<file path="config.mk">
export PLATFORM = sky130hd
export DESIGN_NAME = pid_controller_clamped_top
export DESIGN_NICKNAME = d
export VERILOG_FILES = /design/src/rtl/pidc_pkg.sv /design/src/rtl/pidc_regs.sv /design/src/rtl/pidc_smul.sv /design/src/rtl/pid_controller_clamped_top.sv
export SDC_FILE = /design/constraint.sdc
export NUM_CORES = 1
export LEC_CHECK = 0
export BUFFER_PORTS_ARGS = -buffer_cell sky130_fd_sc_hd__buf_4
export CAP_MARGIN = 10
export CORE_ASPECT_RATIO = 1.4
export CORE_MARGIN = 2
export CORE_UTILIZATION = 55
export CTS_BUF_LIST = sky130_fd_sc_hd__clkbuf_4 sky130_fd_sc_hd__clkbuf_8 sky130_fd_sc_hd__clkbuf_16
export CTS_CLUSTER_SIZE = 12
export DETAILED_ROUTE_END_ITERATION = 12
export GPL_ROUTABILITY_DRIVEN = 1
export MAX_ROUTING_LAYER = met4
export PLACE_DENSITY_LB_ADDON = 0.1
export SKIP_LAST_GASP = 1
export SYNTH_ARGS = -nofsm -noshare
export SYNTH_HDL_FRONTEND = slang
export SYNTH_HIERARCHICAL = 1
export SYNTH_SLANG_ARGS = --single-unit
</file>
<file path="constraint.sdc">
create_clock -name clk -period 5.35 [get_ports clk]
set_clock_uncertainty 0.2 [all_clocks]
set_input_delay 0.535 -clock clk [delete_from_list [all_inputs] [get_ports clk]]
set_output_delay 0.535 -clock clk [all_outputs]
set_load 0.1 [all_outputs]
</file>
<file path="src/rtl/pidc_pkg.sv">
// Shared types and constants of the clamped PID controller.
package pidc_pkg;

    localparam int GAIN_WIDTH     = 16;
    localparam int COEFF_WIDTH    = 17;
    localparam int COEFF_FRAC     = 16;
    localparam logic [COEFF_WIDTH-1:0] COEFF_ONE = 17'h10000;

    // Serial multiplier operand: 16-bit signed gains and the 17-bit unsigned
    // coefficient all fit an 18-bit signed word.
    localparam int MUL_B_WIDTH    = 18;
    localparam int CNT_WIDTH      = $clog2(MUL_B_WIDTH);

    localparam int APB_ADDR_WIDTH = 5;
    localparam int APB_DATA_WIDTH = 32;

    typedef enum logic [2:0] {
        REG_KP           = 3'd0,
        REG_KI_PER_STEP  = 3'd1,
        REG_KD           = 3'd2,
        REG_INTEGRAL_MIN = 3'd3,
        REG_INTEGRAL_MAX = 3'd4,
        REG_OUTPUT_MIN   = 3'd5,
        REG_OUTPUT_MAX   = 3'd6,
        REG_FILTER_COEFF = 3'd7
    } reg_idx_t;

    typedef struct packed {
        logic load;
        logic step;
        logic last;
    } smul_ctrl_t;

endpackage

</file>
<file path="src/rtl/pidc_regs.sv">
// APB configuration registers of the clamped PID controller.
module pidc_regs
    import pidc_pkg::*;
#(
    parameter int DATA_WIDTH = 16
)
(
    input  logic                               clk,
    input  logic                               rst_n,
    input  logic                               psel,
    input  logic                               penable,
    input  logic                               pwrite,
    input  logic        [APB_ADDR_WIDTH-1:0]   paddr,
    input  logic        [APB_DATA_WIDTH-1:0]   pwdata,
    output logic        [APB_DATA_WIDTH-1:0]   prdata,
    output logic signed [GAIN_WIDTH-1:0]       kp,
    output logic signed [GAIN_WIDTH-1:0]       ki_per_step,
    output logic signed [GAIN_WIDTH-1:0]       kd,
    output logic signed [DATA_WIDTH-1:0]       integral_min,
    output logic signed [DATA_WIDTH-1:0]       integral_max,
    output logic signed [DATA_WIDTH-1:0]       output_min,
    output logic signed [DATA_WIDTH-1:0]       output_max,
    output logic        [COEFF_WIDTH-1:0]      filter_coeff
);

    // One in Q2.(DATA_WIDTH-2)
    localparam logic signed [DATA_WIDTH-1:0] LIMIT_ONE = DATA_WIDTH'(1) << (DATA_WIDTH - 2);

    logic signed [GAIN_WIDTH-1:0]  kp_reg;
    logic signed [GAIN_WIDTH-1:0]  ki_reg;
    logic signed [GAIN_WIDTH-1:0]  kd_reg;
    logic signed [DATA_WIDTH-1:0]  imin_reg;
    logic signed [DATA_WIDTH-1:0]  imax_reg;
    logic signed [DATA_WIDTH-1:0]  omin_reg;
    logic signed [DATA_WIDTH-1:0]  omax_reg;
    logic        [COEFF_WIDTH-1:0] coeff_reg;
    logic                          wr_en;
    reg_idx_t                      idx;

    assign wr_en = psel & penable & pwrite;
    assign idx   = reg_idx_t'(paddr[APB_ADDR_WIDTH-1:2]);

    always_ff @(posedge clk or negedge rst_n)
    begin
        if (!rst_n)
        begin
            kp_reg    <= '0;
            ki_reg    <= '0;
            kd_reg    <= '0;
            imin_reg  <= -LIMIT_ONE;
            imax_reg  <= LIMIT_ONE;
            omin_reg  <= -LIMIT_ONE;
            omax_reg  <= LIMIT_ONE;
            coeff_reg <= COEFF_ONE;
        end
        else if (wr_en)
        begin
            unique case (idx)
                REG_KP:           kp_reg    <= pwdata[GAIN_WIDTH-1:0];
                REG_KI_PER_STEP:  ki_reg    <= pwdata[GAIN_WIDTH-1:0];
                REG_KD:           kd_reg    <= pwdata[GAIN_WIDTH-1:0];
                REG_INTEGRAL_MIN: imin_reg  <= pwdata[DATA_WIDTH-1:0];
                REG_INTEGRAL_MAX: imax_reg  <= pwdata[DATA_WIDTH-1:0];
                REG_OUTPUT_MIN:   omin_reg  <= pwdata[DATA_WIDTH-1:0];
                REG_OUTPUT_MAX:   omax_reg  <= pwdata[DATA_WIDTH-1:0];
                REG_FILTER_COEFF: coeff_reg <= pwdata[COEFF_WIDTH-1:0];
                default:          kp_reg    <= kp_reg;
            endcase
        end
    end

    // Read back signed registers sign-extended
    always_comb
    begin
        unique case (idx)
            REG_KP:           prdata = APB_DATA_WIDTH'(kp_reg);
            REG_KI_PER_STEP:  prdata = APB_DATA_WIDTH'(ki_reg);
            REG_KD:           prdata = APB_DATA_WIDTH'(kd_reg);
            REG_INTEGRAL_MIN: prdata = APB_DATA_WIDTH'(imin_reg);
            REG_INTEGRAL_MAX: prdata = APB_DATA_WIDTH'(imax_reg);
            REG_OUTPUT_MIN:   prdata = APB_DATA_WIDTH'(omin_reg);
            REG_OUTPUT_MAX:   prdata = APB_DATA_WIDTH'(omax_reg);
            REG_FILTER_COEFF: prdata = APB_DATA_WIDTH'(coeff_reg);
            default:          prdata = '0;
        endcase
    end

    assign kp           = kp_reg;
    assign ki_per_step  = ki_reg;
    assign kd           = kd_reg;
    assign integral_min = imin_reg;
    assign integral_max = imax_reg;
    assign output_min   = omin_reg;
    assign output_max   = omax_reg;
    assign filter_coeff = coeff_reg;

endmodule

</file>
<file path="src/rtl/pidc_smul.sv">
// Bit-serial signed shift-add multiplier, one multiplier bit per step.
module pidc_smul
    import pidc_pkg::*;
#(
    parameter int A_W = 17,
    parameter int B_W = 18
)
(
    input  logic                     clk,
    input  smul_ctrl_t               ctrl,
    input  logic signed [A_W-1:0]    a,
    input  logic signed [B_W-1:0]    b,
    output logic signed [A_W+B_W:0]  prod
);

    localparam int AX = A_W + 1;

    logic signed [A_W-1:0] a_reg;
    logic        [B_W-1:0] b_reg;
    logic signed [AX-1:0]  p_hi_reg;
    logic        [B_W-1:0] p_lo_reg;
    logic signed [AX-1:0]  a_ext;
    logic signed [AX-1:0]  term;
    logic signed [AX-1:0]  sum;

    assign a_ext = AX'(a_reg);

    // The top multiplier bit carries negative weight: subtract on the last step
    always_comb
    begin
        if (!b_reg[0])
            term = '0;
        else if (ctrl.last)
            term = -a_ext;
        else
            term = a_ext;
        sum = p_hi_reg + term;
    end

    always_ff @(posedge clk)
    begin
        if (ctrl.load)
        begin
            a_reg    <= a;
            b_reg    <= b;
            p_hi_reg <= '0;
            p_lo_reg <= '0;
        end
        else if (ctrl.step)
        begin
            b_reg    <= b_reg >> 1;
            p_hi_reg <= {sum[AX-1], sum[AX-1:1]};
            p_lo_reg <= {sum[0], p_lo_reg[B_W-1:1]};
        end
    end

    assign prod = {p_hi_reg, p_lo_reg};

endmodule

</file>
<file path="src/rtl/pid_controller_clamped_top.sv">
// Top level of the clamped PID controller with filtered derivative.
//
// Channel   Handshake                    Payload
// -------   --------------------------   ------------------------------------------
// input     in_valid / in_ready          error, clear_integral
// output    out_valid / out_ready        drive, output_clamped, integral_clamped
// config    APB psel/penable/pwrite      paddr, pwdata, prdata (pready tied high)
//
// A request runs through two serial multiplier passes (P, I and filter products in parallel,
// then the D product) and four control steps (accumulate, integral clamp, sum, final clamp)
// before a valid result; a new request is taken only once the block is back in idle.
// Reset (asynchronous, active low) clears the integral and filtered error and restores
// the register defaults.
// A waiting result blocks nothing until the next request reaches its final clamp step.
module pid_controller_clamped_top
    import pidc_pkg::*;
#(
    parameter int DATA_WIDTH     = 16,
    parameter int GAIN_FRAC_BITS = 8
)
(
    input  logic                             clk,
    input  logic                             rst_n,
    input  logic                             in_valid,
    output logic                             in_ready,
    input  logic signed [DATA_WIDTH-1:0]     error,
    input  logic                             clear_integral,
    output logic                             out_valid,
    input  logic                             out_ready,
    output logic signed [DATA_WIDTH-1:0]     drive,
    output logic                             output_clamped,
    output logic                             integral_clamped,
    input  logic                             psel,
    input  logic                             penable,
    input  logic                             pwrite,
    input  logic        [APB_ADDR_WIDTH-1:0] paddr,
    input  logic        [APB_DATA_WIDTH-1:0] pwdata,
    output logic        [APB_DATA_WIDTH-1:0] prdata,
    output logic                             pready
);

    // Lane multiplicand: error, error difference or filter step (one bit of headroom)
    localparam int AW = DATA_WIDTH + 1;
    localparam int BW = MUL_B_WIDTH;
    // Full product width of a lane
    localparam int PW = AW + BW + 1;
    // Integral sum and output sum widths
    localparam int IW = PW + 1;
    localparam int SW = PW + 2;

    typedef enum logic [2:0] {
        ST_IDLE,
        ST_MUL1,
        ST_ACC,
        ST_ICLAMP,
        ST_MUL2,
        ST_SUM,
        ST_FIN
    } state_t;

    // Configuration
    logic signed [GAIN_WIDTH-1:0]  kp;
    logic signed [GAIN_WIDTH-1:0]  ki_per_step;
    logic signed [GAIN_WIDTH-1:0]  kd;
    logic signed [DATA_WIDTH-1:0]  integral_min;
    logic signed [DATA_WIDTH-1:0]  integral_max;
    logic signed [DATA_WIDTH-1:0]  output_min;
    logic signed [DATA_WIDTH-1:0]  output_max;
    logic        [COEFF_WIDTH-1:0] filter_coeff;

    // Control
    state_t                 state_reg;
    state_t                 state_next;
    logic [CNT_WIDTH-1:0]   cnt_reg;
    logic                   in_acc;
    logic                   mul_last;
    logic                   out_load;
    logic                   out_valid_reg;
    smul_ctrl_t             ctrl0;
    smul_ctrl_t             ctrl12;

    // Controller state and result registers
    logic signed [DATA_WIDTH-1:0] int_acc_reg;
    logic signed [DATA_WIDTH-1:0] filt_prev_reg;
    logic                         ihit_reg;
    logic signed [DATA_WIDTH-1:0] drive_reg;
    logic                         output_clamped_reg;
    logic                         integral_clamped_reg;

    // Datapath
    logic                         clr_reg;
    logic signed [PW-1:0]         p_term_reg;
    logic signed [IW-1:0]         int_sum_reg;
    logic signed [SW-1:0]         sum_reg;

    logic        [COEFF_WIDTH-1:0] coeff_eff;
    logic signed [AW-1:0]          lane0_a;
    logic signed [BW-1:0]          lane0_b;
    logic signed [AW-1:0]          err_ext;
    logic signed [AW-1:0]          diff;
    logic signed [BW-1:0]          ki_ext;
    logic signed [BW-1:0]          coeff_ext;
    logic signed [PW-1:0]          prod0;
    logic signed [PW-1:0]          prod1;
    logic signed [PW-1:0]          prod2;

    logic signed [PW-1:0]          p_term;
    logic signed [PW-1:0]          i_term;
    logic signed [PW-1:0]          d_term;
    logic signed [AW-1:0]          yd;
    logic signed [AW-1:0]          y_new;
    logic signed [DATA_WIDTH-1:0]  int_base;

    logic signed [IW-1:0]          imin_ext;
    logic signed [IW-1:0]          imax_ext;
    logic                          i_over;
    logic                          i_under;
    logic signed [IW-1:0]          i_clamped;

    logic signed [SW-1:0]          omin_ext;
    logic signed [SW-1:0]          omax_ext;
    logic                          o_over;
    logic                          o_under;
    logic signed [SW-1:0]          o_clamped;

    pidc_regs #(
        .DATA_WIDTH (DATA_WIDTH)
    ) u_regs (
        .clk          (clk),
        .rst_n        (rst_n),
        .psel         (psel),
        .penable      (penable),
        .pwrite       (pwrite),
        .paddr        (paddr),
        .pwdata       (pwdata),
        .prdata       (prdata),
        .kp           (kp),
        .ki_per_step  (ki_per_step),
        .kd           (kd),
        .integral_min (integral_min),
        .integral_max (integral_max),
        .output_min   (output_min),
        .output_max   (output_max),
        .filter_coeff (filter_coeff)
    );

    assign pready = 1'b1;

    // ---------------------------------------------------------------------
    // Handshake and sequencing
    // ---------------------------------------------------------------------
    assign in_ready = (state_reg == ST_IDLE);
    assign in_acc   = in_valid && in_ready;
    assign mul_last = (cnt_reg == CNT_WIDTH'(BW - 1));
    // Load the result only once the previous one has been taken
    assign out_load = (state_reg == ST_FIN) && (!out_valid_reg || out_ready);

    always_comb
    begin
        state_next = state_reg;
        unique case (state_reg)
            ST_IDLE:   if (in_acc)   state_next = ST_MUL1;
            ST_MUL1:   if (mul_last) state_next = ST_ACC;
            ST_ACC:    state_next = ST_ICLAMP;
            ST_ICLAMP: state_next = ST_MUL2;
            ST_MUL2:   if (mul_last) state_next = ST_SUM;
            ST_SUM:    state_next = ST_FIN;
            ST_FIN:    if (out_load) state_next = ST_IDLE;
            default:   state_next = ST_IDLE;
        endcase
    end

    // ---------------------------------------------------------------------
    // Multiplier lanes
    //   lane 0: kp * error in the first pass, kd * filter step in the second
    //   lane 1: ki_per_step * error
    //   lane 2: coefficient * (error - filtered_prev)
    // ---------------------------------------------------------------------
    // Treat a coefficient above one as unfiltered
    assign coeff_eff = (filter_coeff > COEFF_ONE) ? COEFF_ONE : filter_coeff;
    assign coeff_ext = BW'({1'b0, coeff_eff});
    assign err_ext   = AW'(error);
    assign diff      = err_ext - AW'(filt_prev_reg);
    assign ki_ext    = BW'(ki_per_step);

    assign lane0_a = (state_reg == ST_IDLE) ? err_ext : yd;
    assign lane0_b = (state_reg == ST_IDLE) ? BW'(kp) : BW'(kd);

    assign ctrl0.load  = in_acc || (state_reg == ST_ACC);
    assign ctrl0.step  = (state_reg == ST_MUL1) || (state_reg == ST_MUL2);
    assign ctrl0.last  = mul_last;
    assign ctrl12.load = in_acc;
    assign ctrl12.step = (state_reg == ST_MUL1);
    assign ctrl12.last = mul_last;

    pidc_smul #(
        .A_W (AW),
        .B_W (BW)
    ) u_lane0 (
        .clk  (clk),
        .ctrl (ctrl0),
        .a    (lane0_a),
        .b    (lane0_b),
        .prod (prod0)
    );

    pidc_smul #(
        .A_W (AW),
        .B_W (BW)
    ) u_lane1 (
        .clk  (clk),
        .ctrl (ctrl12),
        .a    (err_ext),
        .b    (ki_ext),
        .prod (prod1)
    );

    pidc_smul #(
        .A_W (AW),
        .B_W (BW)
    ) u_lane2 (
        .clk  (clk),
        .ctrl (ctrl12),
        .a    (diff),
        .b    (coeff_ext),
        .prod (prod2)
    );

    // ---------------------------------------------------------------------
    // Term arithmetic; all right shifts floor
    // ---------------------------------------------------------------------
    assign p_term   = prod0 >>> GAIN_FRAC_BITS;
    assign d_term   = prod0 >>> GAIN_FRAC_BITS;
    assign i_term   = prod1 >>> GAIN_FRAC_BITS;
    // Filter step y - prev; it never exceeds the error difference in size
    assign yd       = prod2[COEFF_FRAC +: AW];
    assign y_new    = AW'(filt_prev_reg) + yd;
    assign int_base = clr_reg ? '0 : int_acc_reg;

    // Clamp: max first, then min, so the min wins when the limits cross
    assign imin_ext  = IW'(integral_min);
    assign imax_ext  = IW'(integral_max);
    assign i_over    = int_sum_reg > imax_ext;
    assign i_under   = i_over ? (imax_ext < imin_ext) : (int_sum_reg < imin_ext);
    assign i_clamped = i_under ? imin_ext : (i_over ? imax_ext : int_sum_reg);

    assign omin_ext  = SW'(output_min);
    assign omax_ext  = SW'(output_max);
    assign o_over    = sum_reg > omax_ext;
    assign o_under   = o_over ? (omax_ext < omin_ext) : (sum_reg < omin_ext);
    assign o_clamped = o_under ? omin_ext : (o_over ? omax_ext : sum_reg);

    // ---------------------------------------------------------------------
    // State, controller state and registered outputs
    // ---------------------------------------------------------------------
    always_ff @(posedge clk or negedge rst_n)
    begin
        if (!rst_n)
        begin
            state_reg            <= ST_IDLE;
            cnt_reg              <= '0;
            out_valid_reg        <= 1'b0;
            drive_reg            <= '0;
            output_clamped_reg   <= 1'b0;
            integral_clamped_reg <= 1'b0;
            int_acc_reg          <= '0;
            filt_prev_reg        <= '0;
            ihit_reg             <= 1'b0;
        end
        else
        begin
            state_reg <= state_next;

            // Advance the bit counter through each multiplier pass
            if (((state_reg == ST_MUL1) || (state_reg == ST_MUL2)) && !mul_last)
                cnt_reg <= cnt_reg + CNT_WIDTH'(1);
            else
                cnt_reg <= '0;

            if (state_reg == ST_ACC)
                filt_prev_reg <= y_new[DATA_WIDTH-1:0];

            if (state_reg == ST_ICLAMP)
            begin
                int_acc_reg <= i_clamped[DATA_WIDTH-1:0];
                ihit_reg    <= i_over || i_under;
            end

            if (out_load)
            begin
                out_valid_reg        <= 1'b1;
                drive_reg            <= o_clamped[DATA_WIDTH-1:0];
                output_clamped_reg   <= o_over || o_under;
                integral_clamped_reg <= ihit_reg;
            end
            else if (out_ready)
            begin
                out_valid_reg <= 1'b0;
            end
        end
    end

    // Datapath holding registers
    always_ff @(posedge clk)
    begin
        if (in_acc)
            clr_reg <= clear_integral;
        if (state_reg == ST_ACC)
        begin
            p_term_reg  <= p_term;
            int_sum_reg <= IW'(i_term) + IW'(int_base);
        end
        if (state_reg == ST_SUM)
            sum_reg <= SW'(p_term_reg) + SW'(int_acc_reg) + SW'(d_term);
    end

    assign out_valid        = out_valid_reg;
    assign drive            = drive_reg;
    assign output_clamped   = output_clamped_reg;
    assign integral_clamped = integral_clamped_reg;

endmodule

</file>
=== Yosys cells after proc, flatten, opt, wreduce, memory -nomap -nowiden ===
Index checks and enable logic that the tools add are counted.

* Output and inout port bits: 53
* Register bits: 482
* Input port bits: 61

* Mux-type cells: 31
* $lt $le $gt $ge: 7
* Add/sub/neg operators: 12
* Reduce and logical (&&, ||, !) cells: 24
* Eq/ne operators: 18
* Bitwise logic cells: 2

{| class="wikitable"
|+ Operators with widths
! kind !! count
|-
| $pmux W32 S8 || 1
|-
| $mux W18 || 11
|-
| $mux W16 || 5
|-
| $mux W17 || 4
|-
| $add A27 B16 Y28 || 2
|-
| $add A17 B18 Y18 || 3
|-
| $neg A17 Y18 || 2
|-
| $lt A16 B16 Y1 || 2
|-
| $add A28 B27 Y29 || 1
|-
| $gt A29 B16 Y1 || 1
|-
| $lt A29 B16 Y1 || 1
|-
| $gt A28 B16 Y1 || 1
|-
| $lt A28 B16 Y1 || 1
|-
| $eq A3 B3 Y1 const B || 7
|-
| $pmux W3 S7 || 1
|-
| $neg A16 Y18 || 1
|-
| $gt A17 B17 Y1 const B || 1
|-
| $sub A16 B16 Y17 || 1
|-
| $add A16 B16 Y16 || 1
|-
| $reduce_and A2 Y1 || 8
|-
| $eq A3 B2 Y1 const B || 4
|-
| $mux W3 || 4
|-
| $eq A3 B1 Y1 const B || 2
|-
| $logic_not A3 Y1 || 2
|-
| 12 further kinds || 27
|}

=== Depth between registers and ports, before layout ===
Gate-level depths: netlist (run 1).

* Depth in word-level cells: 5
* Depth in mapped cells: 17
* Mapped depth without buffers: 15

=== Modules after synthesis ===
Netlist (run 1), hierarchy kept.

{| class="wikitable"
|+ Modules (own cells, without submodules)
! module !! instances !! area an instance (sq um) !! sequential area each (sq um) !! cells each
|-
| pid_controller_clamped_top || 1 || 14,082.3 || 4,144.0 || 1,437
|-
| pidc_smul at u_lane0 ... || 2 || 3,692.3 || 1,751.7 || 348
|-
| pidc_regs || 1 || 6,423.7 || 3,236.9 || 460
|-
| pidc_smul at u_lane2 || 1 || 3,734.8 || 1,751.7 || 342
|}

=== Worst setup path after synthesis (run 1) ===
No wires, ideal clock.

* Kind: reg2reg
* Start: register state_reg[0]
* End: register u_lane0.p_hi_reg[1]
* Path buffers: 4
* Cell stages (with the launch flop): 9
* Arrival time: 3.911 ns
* Setup slack: 1.112 ns
* Data required time: 5.022 ns
* Path through: dfrtp_1 -> clkbuf_1 -> nor3_1 -> and2_1 -> or2_2 -> buf_1 -> clkbuf_1 -> buf_1 -> nor2_1

{| class="wikitable"
|+ RTL lines
! item !! RTL line !! RTL
|-
| start: declaration || pid_controller_clamped_top.sv:72 || <nowiki>state_t state_reg;</nowiki>
|-
| start signal: assignment || pid_controller_clamped_top.sv:272 || <nowiki>state_reg <= state_next;</nowiki>
|-
| end signal: assignment || pidc_smul.sv:52 || <nowiki>p_hi_reg <= {sum[AX-1], sum[AX-1:1]};</nowiki>
|-
| end: declaration || pidc_smul.sv:20 || <nowiki>logic signed [AX-1:0] p_hi_reg;</nowiki>
|}

==> results of run 1 <==
-- how the worst max path moves through the flow --
stage	to	slack, ns	depth (start not counted)
6_report	u_lane2/p_hi_reg[15]	0.99	15
5_1_grt	u_lane2/p_hi_reg[15]	0.75	15
4_1_cts	sum_reg[27]	1.07	12
3_5_place_dp	u_lane2/p_hi_reg[16]	1.07	13
3_3_place_gp	u_lane2/p_hi_reg[16]	1.06	13
2_1_floorplan	u_lane0/p_hi_reg[1]	1.16	8
-- metrics by stage --
step                utilization  hold WS, ns  setup WS, ns
floorplan                     -      0.03941         1.159
global placement         0.5751       0.2457         1.057
detailed placement       0.5751       0.2432         1.072
CTS                      0.6068     0.001537         1.068
global route             0.6068     0.003683        0.7503
finish                   0.6068      0.04704        0.9898
-- final cells by class --
type	instances	area [um^2]
inverter	167	626.9
clock buffer	76	1449
clock inverter	14	126.4
multi-input combinational	2104	17300
fill	4626	21680
sequential	455	12000
timing repair buffer	131	1045
tap	728	910.9
-- metal layers --
metal / vias up / GRT usage / share of wire
li1: 10610 / - / -
met1: 10970 / 0.3181 / 0.39
met2: 551 / 0.5280 / 0.51
met3: 190 / 0.02836 / 0.034
met4: 0 / 0.1705 / 0.067
met5: - / - / 0
-- worst max-delay path, stage by stage (launching register included) --
cell and delay, ns:
dfrtp_1 0.40, inv_1 0.06, ha_1 0.13, nor4bb_4 0.17
buf_4 0.52, o21ai_0 0.22, xnor2_1 0.16, and2_1 0.15
ha_1 0.38, a21o_1 0.17, a211o_1 0.17, nand4bb_1 0.16
nor4b_1 0.72, a41oi_1 0.24, xnor2_1 0.17, a22o_1 0.20
-- report_power, final --
| group | switching, W | internal (W) |
|---|---|---|
| logic | 0.00641 | 0.00459 |
| registers | 0.00117 | 0.00537 |
| clock network | 0.00143 | 0.00192 |
| total | 0.00901 | 0.0119 |
==> results by group, run 1 <==
Setup path
  – R2R setup slack: 0.99 ns
  – Reg2Reg Capture Point: u_lane2/p_hi_reg[15]
  – Crit start category: flip-flop
  – R2R cell count: 15
  – Critical path data arrival time: 4.65 ns
  – CP Capture Type: flip-flop
  – Setup CP Type: reg -> reg
  – Worst Setup SP: cnt_reg[1]
  – Crit-path max FO: 60
  – Start of the worst register-to-register path: cnt_reg[1]
  – Crit path required time: 5.64 ns

Route
  – Initial drt markers: 1,228
  – Via count: 22,320
  – Vias per cell: 6.072
  – Drt pass-1 iters: 5
  – Final wirelength: 81.38 mm
  – # DRC: 0
  – Post-route ant nets: 0
  – WL per Instance: 22.14 um

Min path
  – Worst Hold Path EP: u_lane1/a_reg[14]
  – Worst min path class: in -> reg
  – Hold Path Stages: 1
  – Hold_sp: error[14]

Clock network
  – CTS buffer count: 48
  – CTS tree: built
  – Clk Latency, worst-skew pair: 0.61 ns
  – CTS root buf: clkbuf_16
  – # H-tree levels: 2
  – Clock Tree Buf Depth: 3
  – Post-cts sizing count: 0
  – Post-CTS Setup Inserts: 0
  – CTS Hold Bufs: 17
  – Sink Count: 455
  – Clock transition at the registers of the reported paths: 0.06 ns

STA
  – Final setup violation count: 0
  – Final Slew Violations: 0
  – Max Fclk: 229.3 MHz
  – Least-Margin Pin Slew: 1.012 ns
  – RSZ-0062 raised after global routing: no
  – Final worst-path cycle share: 0.8150
  – Slew HR: 0.3248
  – Hold Fails Final Rpt: 0
  – Setup TNS after final layout: 0 ns
  – Fin crit period: 4.360 ns

Power and ir drop
  – Peak VDD IR: 0.0003121 V
  – PD cells: 624.3 nW/um^2
  – Total power: 0.02088 W
  – Pleak: 14.43 nW

Final layout
  – Most frequent cells in the layout: 289 x ha_1, 193 x edfxtp_1, 183 x mux2_2
  – Share of cells above drive strength 1: 0.1724
  – Commonest non-fill, non-tap cell in the layout: ha_1
  – Design Area, Final: 33,450 um^2
  – N_diodes: 0
  – Max reg flops: 30
  – Final Non-Filler Cells: 3,675
  – Layout net count: 3,292
  – Syn-to-layout area delta: 9.574%

Global route
  – Largest net degree at the start of global routing: 119
  – Vias in the first global route: 22,630
  – First-pass GRT wire length: 127.1 mm
  – Gr ovfl total: 0
  – Initial antenna violation count: 0
  – Total GRT Usage: 0.2944

Job
  – Max-cap violations: 0

Place
  – RD Place Congestion: 0.9374
  – Post-DP Area: 31,710 um^2
  – IO Port Bufs: 95
  – Dpl cells: 3,568
  – Post-DP HPWL: 61.44 mm

Die
  – Ports: 114
  – Core ar.: 55,130 um^2
  – Die W: 203.1 um
  – Cell row count: 102
  – Die area: 57,440 um^2
  – Die Y-Extent: 282.8 um
  – Starting density of the core: 0.5537

Status
  – Status: complete, no violations

Yosys
  – Post-Syn Area: 30,530 um^2
  – Post-Syn Area per Cell: 10.76 um^2
  – Net Count, Synth: 3,221
  – Syn. warnings: 6
  – Post-Synthesis Cells: 2,836
Power figures use the tool's default switching activity.
==> run 2, diff against run 1 <==
ABC_AREA = 1   (was default)
clock period = 4.3 ns   (was 5.35 ns; I/O delays follow)
==> results by group, run 2 <==
STA
  – Max Fclk: 281.6 MHz (+23%)
  – Final Slew Violations: 0 (unchanged)
  – Slew HR: 0.1817 (-0.1431)
  – Final setup violation count: 0 (unchanged)
  – Least-Margin Pin Slew: 1.225 ns (+0.2129 ns)
  – Hold Fails Final Rpt: 0 (unchanged)
  – Hold slack: 0.1601 ns (+0.1130 ns)
  – Fin crit period: 3.551 ns (-0.8094 ns)
  – Setup TNS after final layout: 0 ns (unchanged)
  – Final worst-path cycle share: 0.8258 (+0.01077)
  – RSZ-0062 raised after global routing: no

Global route
  – GR Util met2: 0.5437 (+0.01573)
  – Total GRT Usage: 0.3036 (+0.009244)
  – Initial antenna violation count: 0 (unchanged)
  – Vias in the first global route: 27,390 (+21%)
  – Met1 Resource Use GR: 0.3369 (+0.01877)
  – First-pass GRT wire length: 142.4 mm (+12%)
  – M3 GR Usage: 0.03204 (+0.003678)
  – Most Crowded Layer GR: met2
  – Largest net degree at the start of global routing: 96 (-19%)
  – Gr ovfl total: 0 (unchanged)

Clock network
  – # H-tree levels: 2 (unchanged)
  – CTS tree: built
  – Clock Tree Buf Depth: 3 (unchanged)
  – CTS buffer count: 48 (unchanged)
  – Clk Latency, worst-skew pair: 0.64 ns (+0.03 ns)
  – CTS root buf: clkbuf_16
  – Sink Count: 455 (unchanged)
  – Clock transition at the registers of the reported paths: 0.06 ns (about the same)

Final layout
  – Share of cells above drive strength 1: 0.08925 (-0.08313)
  – Syn-to-layout area delta: 9.517% (about the same)
  – Layout net count: 4,681 (+42%)
  – Max reg flops: 30 (unchanged)
  – Layout fillers: 5,414 (+17%)
  – Register area: 12,000 um^2 (unchanged)
  – Commonest non-fill, non-tap cell in the layout: nand2_1
  – Most frequent cells in the layout: 1,175 x nand2_1, 523 x inv_1, 329 x nor2_1
  – N_diodes: 0 (unchanged)
  – Multi-input gate area: 17,640 um^2 (+2.0%)

Power and ir drop
  – PD cells: 778.0 nW/um^2 (+25%)
  – Peak VDD IR: 0.0004865 V (+56%)
  – Pleak: 17.81 nW (+23%)

Route
  – # DRC: 0 (unchanged)
  – WL per Instance: 17.55 um (-21%)
  – Initial drt markers: 2,007 (+63%)
  – Drt pass-1 iters: 5 (unchanged)
  – Post-route ant nets: 0 (unchanged)
  – Via count: 27,880 (+25%)
  – Final wirelength: 89.26 mm (+9.7%)
  – Vias per cell: 5.483 (-9.7%)

Setup path
  – Critical Path End: u_lane1/p_hi_reg[11]
  – R2R cell count: 16 (+1)
  – Start of the worst register-to-register path: cnt_reg[1]
  – Critical path data arrival time: 3.85 ns (-0.80 ns)
  – Crit-path max FO: 24 (-60%)
  – R2R setup slack: 0.75 ns (-0.24 ns)
  – Setup CP Type: reg -> reg
  – CP Capture Type: flip-flop
  – Reg2Reg Capture Point: u_lane1/p_hi_reg[11]
  – Worst Setup SP: cnt_reg[1]
  – Crit start category: flip-flop
  – Crit path required time: 4.60 ns (-1.04 ns)

Place
  – RD Place Congestion: 0.9576 (+2.2%)
  – Post-DP HPWL: 68.31 mm (+11%)
  – IO Port Bufs: 95 (unchanged)

Status
  – Status: complete, no violations

Die
  – Core ar.: 58,460 um^2 (+6.0%)
  – Die area: 61,030 um^2 (+6.3%)
  – Die Y-Extent: 291.5 um (+3.1%)
  – Ports: 114 (unchanged)
  – Starting density of the core: 0.5554 (+0.001701)
  – Die W: 209.4 um (+3.1%)
  – Cell row count: 105 (+2.9%)

Yosys
  – Syn. warnings: 6 (unchanged)
  – Post-Syn Area per Cell: 7.693 um^2 (-29%)
  – Net Count, Synth: 4,606 (+43%)
  – Post-Syn Area: 32,470 um^2 (+6.4%)
  – Post-Synthesis Cells: 4,221 (+49%)

Min path
  – Worst min path class: in -> reg

Job
  – Max-cap violations: 0 (unchanged)
run 2: worst max-delay path, stage by stage, from the launching register on:
cell	delay (ns)
dfrtp_1	0.39
inv_1	0.06
ha_1	0.13
nand2_1	0.05
nor3_2	0.10
buf_4	0.30
clkinv_1	0.30
o21ai_0	0.28
o21ai_0	0.10
a21oi_1	0.26
ha_1	0.37
a21o_1	0.21
a31oi_1	0.19
nand3_1	0.12
xor2_1	0.15
o21ai_0	0.15
inv_1	0.05
run 2: worst min-delay path by stage:
| stage | start | endpoint | slack (ns) | depth (start not counted) |
|---|---|---|---|---|
| floorplan | rst_n | cnt_reg[0] | -0.07 | 0 |
| global placement | u_lane0/p_lo_reg[8] | p_term_reg[0] | 0.24 | 0 |
| detailed placement | u_lane0/p_lo_reg[8] | p_term_reg[0] | 0.25 | 0 |
| CTS | pwdata[15] | u_regs/ki_per_step[15] | 0.12 | 3 |
| global route | pwdata[15] | u_regs/ki_per_step[15] | 0.14 | 3 |
| finish | pwdata[15] | u_regs/ki_per_step[15] | 0.16 | 3 |
run 2: routing by layer:
layer  wire (um)  share of wire
met1       35300           0.40
met4        4684          0.052
met3        3670          0.041
met2       45600           0.51
met5           0              0
run 2: final cells by class:
cell class / count / area share
Tap cell: 749 / 0.02635
Inverter: 537 / 0.05682
Sequential cell: 455 / 0.3373
Clock buffer: 76 / 0.04057
Timing Repair Buffer: 167 / 0.03860
Multi-Input combinational cell: 3087 / 0.4959
Clock inverter: 14 / 0.004433
run 2: report_power, final:
group          internal [W]  switching, W
clock               0.00240       0.00182
sequential          0.00675       0.00135
combinational       0.00513        0.0102
total                0.0143        0.0134
run 2: metrics by stage:
stage / worst slack [ns] / area [um^2] / utilization / power [W] / instances
after floorplan: 0.2014 / 32470 / - / 0.01964 / 4221
after global placement: 0.7896 / 33610 / 0.5749 / 0.02317 / 4960
after detailed placement: 0.7544 / 33610 / 0.5749 / 0.02341 / 4960
after CTS: 0.7367 / 35560 / 0.6083 / 0.02775 / 5085
after global routing: 0.3765 / 35560 / 0.6083 / 0.03011 / 5085
final: 0.7492 / 35560 / 0.6083 / 0.02767 / 5085
run 2: repair_timing:
| item | CTS | global route |
|---|---|---|
| hold endpoints to repair | 137 | 0 |
| resized for setup | 0 | 0 |
| buffers inserted | 0 | 0 |
| hold buffers | 35 | 0 |
